==> config.mk <==
export PLATFORM = sky130hd
export DESIGN_NAME = rtcp_loss_delta_aggregator_unit
export DESIGN_NICKNAME = d
export VERILOG_FILES = /design/src/design/rlda_pkg.sv /design/src/design/rlda_table.sv /design/src/design/rlda_accum.sv /design/src/design/rtcp_loss_delta_aggregator_unit.sv
export SDC_FILE = /design/constraint.sdc
export NUM_CORES = 2
export LEC_CHECK = 0
export ABC_AREA = 0
export BUFFER_PORTS_ARGS = -buffer_cell sky130_fd_sc_hd__buf_2
export CORE_MARGIN = 2
export CORE_UTILIZATION = 30
export DETAILED_ROUTE_END_ITERATION = 8
export GPL_ROUTABILITY_DRIVEN = 0
export PLACE_DENSITY = 0.49
export SYNTH_ARGS = -nofsm -noshare
export SYNTH_HDL_FRONTEND = slang
export SYNTH_SLANG_ARGS = --single-unit
==> constraint.sdc <==
create_clock -name aclk -period 15.7 [get_ports aclk]
set_clock_uncertainty 0.15 [all_clocks]
set_input_delay 2.355 -clock aclk [delete_from_list [all_inputs] [get_ports aclk]]
set_output_delay 2.355 -clock aclk [all_outputs]
set_load 0.01 [all_outputs]
==> src/design/rlda_pkg.sv <==
`timescale 1ns / 1ps
`default_nettype none
// ----------------------------------------------------------------------------
// rlda_pkg
// Shared widths, defaults and the lookup record of the loss delta aggregator.
// ----------------------------------------------------------------------------
package rlda_pkg;

    localparam int TABLE_ENTRIES_DEF = 16;

    localparam int SSRC_W = 32;
    localparam int SEQ_W  = 32;
    localparam int LOST_W = 24;
    localparam int SUM_W  = 32;
    localparam int RECV_W = 31;
    localparam int TIME_W = 48;

    typedef struct packed {
        logic             hit;
        logic             full;
        logic [SUM_W-1:0] seq_delta;
        logic [SUM_W-1:0] lost_delta;
    } rlda_lookup_t;

endpackage
`default_nettype wire

==> src/design/rlda_table.sv <==
`timescale 1ns / 1ps
`default_nettype none
// ----------------------------------------------------------------------------
// rlda_table
// Source table: parallel tag compare, lowest free slot, per-source deltas.
// ----------------------------------------------------------------------------
module rlda_table #(
    parameter int TABLE_ENTRIES = rlda_pkg::TABLE_ENTRIES_DEF
) (
    input  wire                               aclk,
    input  wire                               aresetn,
    input  wire                               fire,
    input  wire        [rlda_pkg::SSRC_W-1:0] ssrc,
    input  wire        [rlda_pkg::SEQ_W-1:0]  seq,
    input  wire        [rlda_pkg::LOST_W-1:0] lost,
    output rlda_pkg::rlda_lookup_t            lookup
);

    localparam int IDX_W = (TABLE_ENTRIES > 1) ? $clog2(TABLE_ENTRIES) : 1;

    logic [TABLE_ENTRIES-1:0]  entry_valid_reg;
    logic [rlda_pkg::SSRC_W-1:0] entry_ssrc_reg [TABLE_ENTRIES];
    logic [rlda_pkg::SEQ_W-1:0]  entry_seq_reg  [TABLE_ENTRIES];
    logic [rlda_pkg::LOST_W-1:0] entry_lost_reg [TABLE_ENTRIES];

    logic [TABLE_ENTRIES-1:0]  match;
    logic                      hit;
    logic                      free;
    logic [IDX_W-1:0]          hit_idx;
    logic [IDX_W-1:0]          free_idx;
    logic [rlda_pkg::SEQ_W-1:0]  old_seq;
    logic [rlda_pkg::LOST_W-1:0] old_lost;

    always_comb begin
        for (int i = 0; i < TABLE_ENTRIES; i++) begin
            match[i] = entry_valid_reg[i] && (entry_ssrc_reg[i] == ssrc);
        end
    end

    always_comb begin
        hit      = 1'b0;
        free     = 1'b0;
        hit_idx  = '0;
        free_idx = '0;
        for (int i = TABLE_ENTRIES - 1; i >= 0; i--) begin
            if (match[i]) begin
                hit     = 1'b1;
                hit_idx = IDX_W'(i);
            end
            if (!entry_valid_reg[i]) begin
                free     = 1'b1;
                free_idx = IDX_W'(i);
            end
        end
    end

    assign old_seq  = entry_seq_reg[hit_idx];
    assign old_lost = entry_lost_reg[hit_idx];

    always_comb begin
        lookup.hit        = hit;
        lookup.full       = !free;
        lookup.seq_delta  = seq - old_seq;
        lookup.lost_delta = {{(rlda_pkg::SUM_W - rlda_pkg::LOST_W){lost[rlda_pkg::LOST_W-1]}},
                             lost}
                          - {{(rlda_pkg::SUM_W - rlda_pkg::LOST_W){old_lost[rlda_pkg::LOST_W-1]}},
                             old_lost};
    end

    always_ff @(posedge aclk) begin
        if (!aresetn) begin
            entry_valid_reg <= '0;
        end else if (fire && !hit && free) begin
            entry_valid_reg[free_idx] <= 1'b1;
        end
    end

    always_ff @(posedge aclk) begin
        if (fire) begin
            if (hit) begin
                entry_seq_reg[hit_idx]  <= seq;
                entry_lost_reg[hit_idx] <= lost;
            end else if (free) begin
                entry_ssrc_reg[free_idx] <= ssrc;
                entry_seq_reg[free_idx]  <= seq;
                entry_lost_reg[free_idx] <= lost;
            end
        end
    end

    // source ids in the table are unique
    a_unique_match: assert property (@(posedge aclk) disable iff (!aresetn)
        $onehot0(match))
        else $error("rlda_table: more than one entry matches");

    a_new_entry: assert property (@(posedge aclk) disable iff (!aresetn)
        fire && !hit && free |=>
            $countones(entry_valid_reg) == $past($countones(entry_valid_reg)) + 1)
        else $error("rlda_table: new source not stored");

endmodule
`default_nettype wire

==> src/design/rlda_accum.sv <==
`timescale 1ns / 1ps
`default_nettype none
// ----------------------------------------------------------------------------
// rlda_accum
// Per-report delta totals, drop flag, window start and emit decision.
// ----------------------------------------------------------------------------
module rlda_accum (
    input  wire                                aclk,
    input  wire                                aresetn,
    input  wire                                fire,
    input  wire                                last,
    input  wire         [rlda_pkg::TIME_W-1:0] now_ms,
    input  rlda_pkg::rlda_lookup_t             lookup,
    output logic                               emit,
    output logic signed [rlda_pkg::SUM_W-1:0]  lost_delta,
    output logic        [rlda_pkg::RECV_W-1:0] recv_delta,
    output logic        [rlda_pkg::TIME_W-1:0] start_ms,
    output logic                               dropped
);

    logic [rlda_pkg::SUM_W-1:0]  sum_seq_reg;
    logic [rlda_pkg::SUM_W-1:0]  sum_lost_reg;
    logic                        drop_seen_reg;
    logic [rlda_pkg::TIME_W-1:0] window_start_reg;

    logic [rlda_pkg::SUM_W-1:0]  sum_seq_next;
    logic [rlda_pkg::SUM_W-1:0]  sum_lost_next;
    logic                        drop_seen_next;
    logic [rlda_pkg::SUM_W-1:0]  received;

    always_comb begin
        sum_seq_next   = sum_seq_reg;
        sum_lost_next  = sum_lost_reg;
        drop_seen_next = drop_seen_reg;
        if (lookup.hit) begin
            sum_seq_next  = sum_seq_reg + lookup.seq_delta;
            sum_lost_next = sum_lost_reg + lookup.lost_delta;
        end else if (lookup.full) begin
            drop_seen_next = 1'b1;
        end
        received = sum_seq_next - sum_lost_next;
        emit = last && (sum_seq_next != '0) && (received != '0)
            && !received[rlda_pkg::SUM_W-1];
    end

    assign lost_delta = $signed(sum_lost_next);
    assign recv_delta = received[rlda_pkg::RECV_W-1:0];
    assign start_ms   = window_start_reg;
    assign dropped    = drop_seen_next;

    always_ff @(posedge aclk) begin
        if (!aresetn) begin
            sum_seq_reg      <= '0;
            sum_lost_reg     <= '0;
            drop_seen_reg    <= 1'b0;
            window_start_reg <= '0;
        end else if (fire) begin
            if (last) begin
                sum_seq_reg   <= '0;
                sum_lost_reg  <= '0;
                drop_seen_reg <= 1'b0;
                if (emit) begin
                    window_start_reg <= now_ms;
                end
            end else begin
                sum_seq_reg   <= sum_seq_next;
                sum_lost_reg  <= sum_lost_next;
                drop_seen_reg <= drop_seen_next;
            end
        end
    end

    a_report_clear: assert property (@(posedge aclk) disable iff (!aresetn)
        fire && last |=> sum_seq_reg == '0 && sum_lost_reg == '0 && !drop_seen_reg)
        else $error("rlda_accum: totals not cleared at end of report");

    a_window_hold: assert property (@(posedge aclk) disable iff (!aresetn)
        !(fire && emit) |=> $stable(window_start_reg))
        else $error("rlda_accum: window start moved without a report");

endmodule
`default_nettype wire

==> src/design/rtcp_loss_delta_aggregator_unit.sv <==
`timescale 1ns / 1ps
`default_nettype none
// ----------------------------------------------------------------------------
// rtcp_loss_delta_aggregator_unit
// RTCP receiver report loss delta aggregator, one report block per transaction.
// ----------------------------------------------------------------------------
// Each input transaction is one report block. It is captured in an input
// register, looked up in a TABLE_ENTRIES-deep source table by parallel tag
// compare, and its sequence and lost-count deltas are added to the report
// totals when it leaves the input register; the table and totals update
// in that same cycle, so one block per clock is sustained with m_ready
// high. A block marked last_in_report may produce one result, held in an
// output register; a waiting result stalls the input register but the
// block still takes one more transaction. A new source that finds the
// table full is not stored and sets sources_dropped in the report. The
// table starts empty after reset and entries are never evicted.
// ----------------------------------------------------------------------------
module rtcp_loss_delta_aggregator_unit #(
    parameter int TABLE_ENTRIES = rlda_pkg::TABLE_ENTRIES_DEF
) (
    input  wire                                aclk,
    input  wire                                aresetn,

    input  wire                                s_valid,
    output logic                               s_ready,
    input  wire         [rlda_pkg::SSRC_W-1:0] s_ssrc,
    input  wire         [rlda_pkg::SEQ_W-1:0]  s_ext_high_seq,
    input  wire  signed [rlda_pkg::LOST_W-1:0] s_cumulative_lost,
    input  wire         [rlda_pkg::TIME_W-1:0] s_now_ms,
    input  wire                                s_last_in_report,

    output logic                               m_valid,
    input  wire                                m_ready,
    output logic signed [rlda_pkg::SUM_W-1:0]  m_lost_count_delta,
    output logic        [rlda_pkg::RECV_W-1:0] m_received_count_delta,
    output logic        [rlda_pkg::TIME_W-1:0] m_start_time_ms,
    output logic        [rlda_pkg::TIME_W-1:0] m_end_time_ms,
    output logic                               m_sources_dropped
);

    logic                        in_valid_reg;
    logic [rlda_pkg::SSRC_W-1:0] ssrc_reg;
    logic [rlda_pkg::SEQ_W-1:0]  seq_reg;
    logic [rlda_pkg::LOST_W-1:0] lost_reg;
    logic [rlda_pkg::TIME_W-1:0] now_reg;
    logic                        last_reg;

    logic                        out_valid_reg;
    logic signed [rlda_pkg::SUM_W-1:0] lost_delta_reg;
    logic [rlda_pkg::RECV_W-1:0] recv_delta_reg;
    logic [rlda_pkg::TIME_W-1:0] start_reg;
    logic [rlda_pkg::TIME_W-1:0] end_reg;
    logic                        dropped_reg;

    logic                        out_free;
    logic                        fire;
    logic                        emit;
    logic signed [rlda_pkg::SUM_W-1:0] lost_delta;
    logic [rlda_pkg::RECV_W-1:0] recv_delta;
    logic [rlda_pkg::TIME_W-1:0] start_ms;
    logic                        dropped;
    rlda_pkg::rlda_lookup_t      lookup;

    assign out_free = !out_valid_reg || m_ready;
    assign fire     = in_valid_reg && out_free;
    assign s_ready  = !in_valid_reg || out_free;

    always_ff @(posedge aclk) begin
        if (!aresetn) begin
            in_valid_reg <= 1'b0;
        end else if (s_valid && s_ready) begin
            in_valid_reg <= 1'b1;
        end else if (fire) begin
            in_valid_reg <= 1'b0;
        end
    end

    always_ff @(posedge aclk) begin
        if (s_valid && s_ready) begin
            ssrc_reg <= s_ssrc;
            seq_reg  <= s_ext_high_seq;
            lost_reg <= s_cumulative_lost;
            now_reg  <= s_now_ms;
            last_reg <= s_last_in_report;
        end
    end

    rlda_table #(
        .TABLE_ENTRIES (TABLE_ENTRIES)
    ) u_table (
        .aclk    (aclk),
        .aresetn (aresetn),
        .fire    (fire),
        .ssrc    (ssrc_reg),
        .seq     (seq_reg),
        .lost    (lost_reg),
        .lookup  (lookup)
    );

    rlda_accum u_accum (
        .aclk       (aclk),
        .aresetn    (aresetn),
        .fire       (fire),
        .last       (last_reg),
        .now_ms     (now_reg),
        .lookup     (lookup),
        .emit       (emit),
        .lost_delta (lost_delta),
        .recv_delta (recv_delta),
        .start_ms   (start_ms),
        .dropped    (dropped)
    );

    always_ff @(posedge aclk) begin
        if (!aresetn) begin
            out_valid_reg <= 1'b0;
        end else if (out_free) begin
            out_valid_reg <= fire && emit;
        end
    end

    always_ff @(posedge aclk) begin
        if (fire && emit) begin
            lost_delta_reg <= lost_delta;
            recv_delta_reg <= recv_delta;
            start_reg      <= start_ms;
            end_reg        <= now_reg;
            dropped_reg    <= dropped;
        end
    end

    assign m_valid                = out_valid_reg;
    assign m_lost_count_delta     = lost_delta_reg;
    assign m_received_count_delta = recv_delta_reg;
    assign m_start_time_ms        = start_reg;
    assign m_end_time_ms          = end_reg;
    assign m_sources_dropped      = dropped_reg;

    a_recv_nonzero: assert property (@(posedge aclk) disable iff (!aresetn)
        m_valid |-> m_received_count_delta != '0)
        else $error("rtcp_loss_delta_aggregator_unit: zero received delta reported");

endmodule
`default_nettype wire
==> flow_summary.yaml <==
timing:
  timing.fmax_ghz: 0.0677
  tightest_slew_ns: 1.15
  finalCritPeriodShare_pct: 94.1
  maxSlewHeadroom_pct: 22.8
  setup_violations: 0
  slew_viol_final: 0
  post-route-min-period_ns: 14.78
  hold_viol_final: 0
  rsz0062_at_grt: "no"
  timing.hold.ws_ns: 0.237
  fin_tns_setup_ns: 0
critical_path:
  timing.reg2reg.setup_slack_ns: 0.92
  crit_type: "reg2reg"
  timing.rr.start: "ssrc_reg[21]"
  crit_end: "m_end_time_ms[20]"
  crit_required_ns: 16.04
  r2r_end: "m_end_time_ms[20]"
  start_kind: "flip-flop"
  path_max_fanout: 50
  r2r_cells: 51
  worst_ep_arrival_time_ns: 15.12
  crit_top_cell: "o21ai_0"
  cp-end-kind: "flip-flop"
  slowest_delay_ns: 0.83
  cp_slowest_cell: "edfxtp_1"
  crit_path_start: "ssrc_reg[21]"
synthesis:
  yosysUniqueCellTypes: 86
  synthesis.area_um2: 81300
  syn_avg_cell_area_um2: 13.8
  asyncSetResetFlopFracSynth_pct: 0
  syn_inst: 5877
  synth_fp_nets: 6168
  synth-seq-cells: 1836
  ys.warnings.count: 0
  yosysSeqAreaShare_pct: 66.2
  synthFlopType: "edfxtp_1"
  synth-edff-count: 1705
pwr:
  swShare_pct: 22.8
  power.density_nw_per_um2: 113
  vdd_drop_max_v: 0.0000878
  combPwrFrac_pct: 4.9
  internal-power_uw: 8270
  clkPwrFrac_pct: 44.3
  p_sw_uw: 2450
  p_seq_share_pct: 50.8
  p_leak_uw: 0.0345
finish:
  final_nets: 6596
  mostFrequentLayoutCells: "edfxtp_1 (1705), nand2_1 (492), xor2_1 (389)"
  final_common_cell: "edfxtp_1"
  syn2layout_area_growth_pct: 16.3
  drive_above_1_share_pct: 15.5
place:
  port-buffer-count: 302
  hpwl_um: 162000
clock_tree:
  clkSinkCount: 1836
  htreeDepth: 4
  cts_tree: "built"
  post_cts_buffers: 0
  clockBufferDepth: 4
  cts_resized: 0
  clk_latency_ns: 0.89
  cts_buffers: 208
  hold_buffers: 0
  path_clk_slew_ns: 0.06
  cts-root-buf: "clkbuf_16"
grt:
  antenna_found_initial: 17
  track_usage_pct: 17.8
  grt_max_degree: 111
  grt.overflow.total: 0
  grt_pass1_vias: 49700
  grt_pass1_wl_um: 361000
die:
  dieHeight_um: 524
  num_rows: 191
  start_util_pct: 30.1
  io_pins: 303
  core-area_um2: 270000
  die_width_um: 524
  die_area_um2: 275000
route:
  wl_um: 252000
  vias: 49900
  drc_errors: 0
  drt-initial-drc-count: 4408
  drt-pass1-iter-count: 6
  ant_nets: 0
  viasPerCell: 4.96
  wl_per_cell_um: 25.1
min_path:
  hold_path.startpoint: "u_accum.start_ms[16]"
  hold_path.class: "reg2reg"
status:
  status: "completed"
flow_run:
  max_cap_violations: 0
==> Yosys cell counts (all sizes together) (116+ instances only) <==
| cell | count | share of area [%] |
|---|---|---|
| edfxtp | 1705 | 63 |
| nand2 | 493 | 2.3 |
| xor2 | 389 | 4.2 |
| mux2i | 359 | 4.4 |
| nor2 | 240 | 1.1 |
| inv | 229 | 1.1 |
| o21ai | 209 | 1.3 |
| xnor2 | 202 | 2.2 |
| mux2 | 156 | 2.2 |
| a21oi | 154 | 0.95 |
| nor4 | 150 | 1.2 |
| clkbuf | 141 | 0.65 |
| dfxtp | 131 | 3.2 |
| nand3 | 129 | 0.80 |
| buf | 120 | 0.73 |
| ha | 116 | 1.8 |
==> metal layers <==
layer	routed length, um	part of all wire [%]	GRT usage [%]
met5	12	0.0048	0
met4	7050	2.8	4.93
met3	10400	4.1	2.15
met2	125000	49	30.7
met1	110000	44	23.4
==> critical path, delay by kind of cell (launching register included) <==
family | cells | cell delay, ns
xor gates and xnor gates | 3 | 0.65
DFF | 1 | 0.83
and+or+nand+nor | 14 | 2.74
muxes | 1 | 0.40
buffers and inverters | 2 | 0.53
AOI/OAI and AO/OA | 28 | 8.01
adders and majority gates | 3 | 0.96
==> worst min-delay path by stage <==
stage	to	slack, ns	cells after the start
3_3_place_gp	m_start_time_ms[7]	0.26	0
3_5_place_dp	m_start_time_ms[37]	0.26	0
4_1_cts	m_start_time_ms[16]	0.22	0
6_report	m_start_time_ms[16]	0.24	0
2_1_floorplan	m_start_time_ms[0]	0.26	0
5_1_grt	m_start_time_ms[16]	0.24	0
==> layout make-up <==
class / instances / area, um2
antenna: 8 / 20.0
clock buffer: 269 / 5630
sequential: 1836 / 53800
fill: 26200 / 176000
tap: 3570 / 4470
timing repair buffer: 479 / 3010
multi-input combinational: 3551 / 25700
inverter: 229 / 860
clock inverter: 111 / 962
==> cells by family after synthesis <==
| family | share of synthesized area, % |
|---|---|
| DFF | 66.2 |
| muxes | 6.59 |
| AOI/OAI and AO/OA | 6.52 |
| adders and majority gates | 2.65 |
| buffers and inverters | 2.44 |
| xor gates and xnor gates | 6.43 |
| and+or+nand+nor | 9.15 |
==> power by group through the flow <==
stage / logic [uW] / registers (uW) / clock network, uW
floorplan: 320 / 5520 / 0
global placement: 527 / 5540 / 0
detailed placement: 527 / 5540 / 0
CTS: 530 / 5440 / 4870
global route: 574 / 5440 / 5060
finish: 529 / 5440 / 4750
==> stage by stage <==
step	power [uW]	cell area [um2]	instances	setup slack, ns	util [%]
2_1_floorplan	5840	81300	5877	2.73	-
3_3_place_gp	6070	87900	9665	1.16	32.5
3_5_place_dp	6070	87900	9665	1.18	32.5
4_1_cts	10800	94500	10000	1.09	35.0
5_1_grt	11100	94500	10000	0.166	35.0
6_report	10700	94500	10100	0.922	35.0
(Power assumes the default switching activity.)
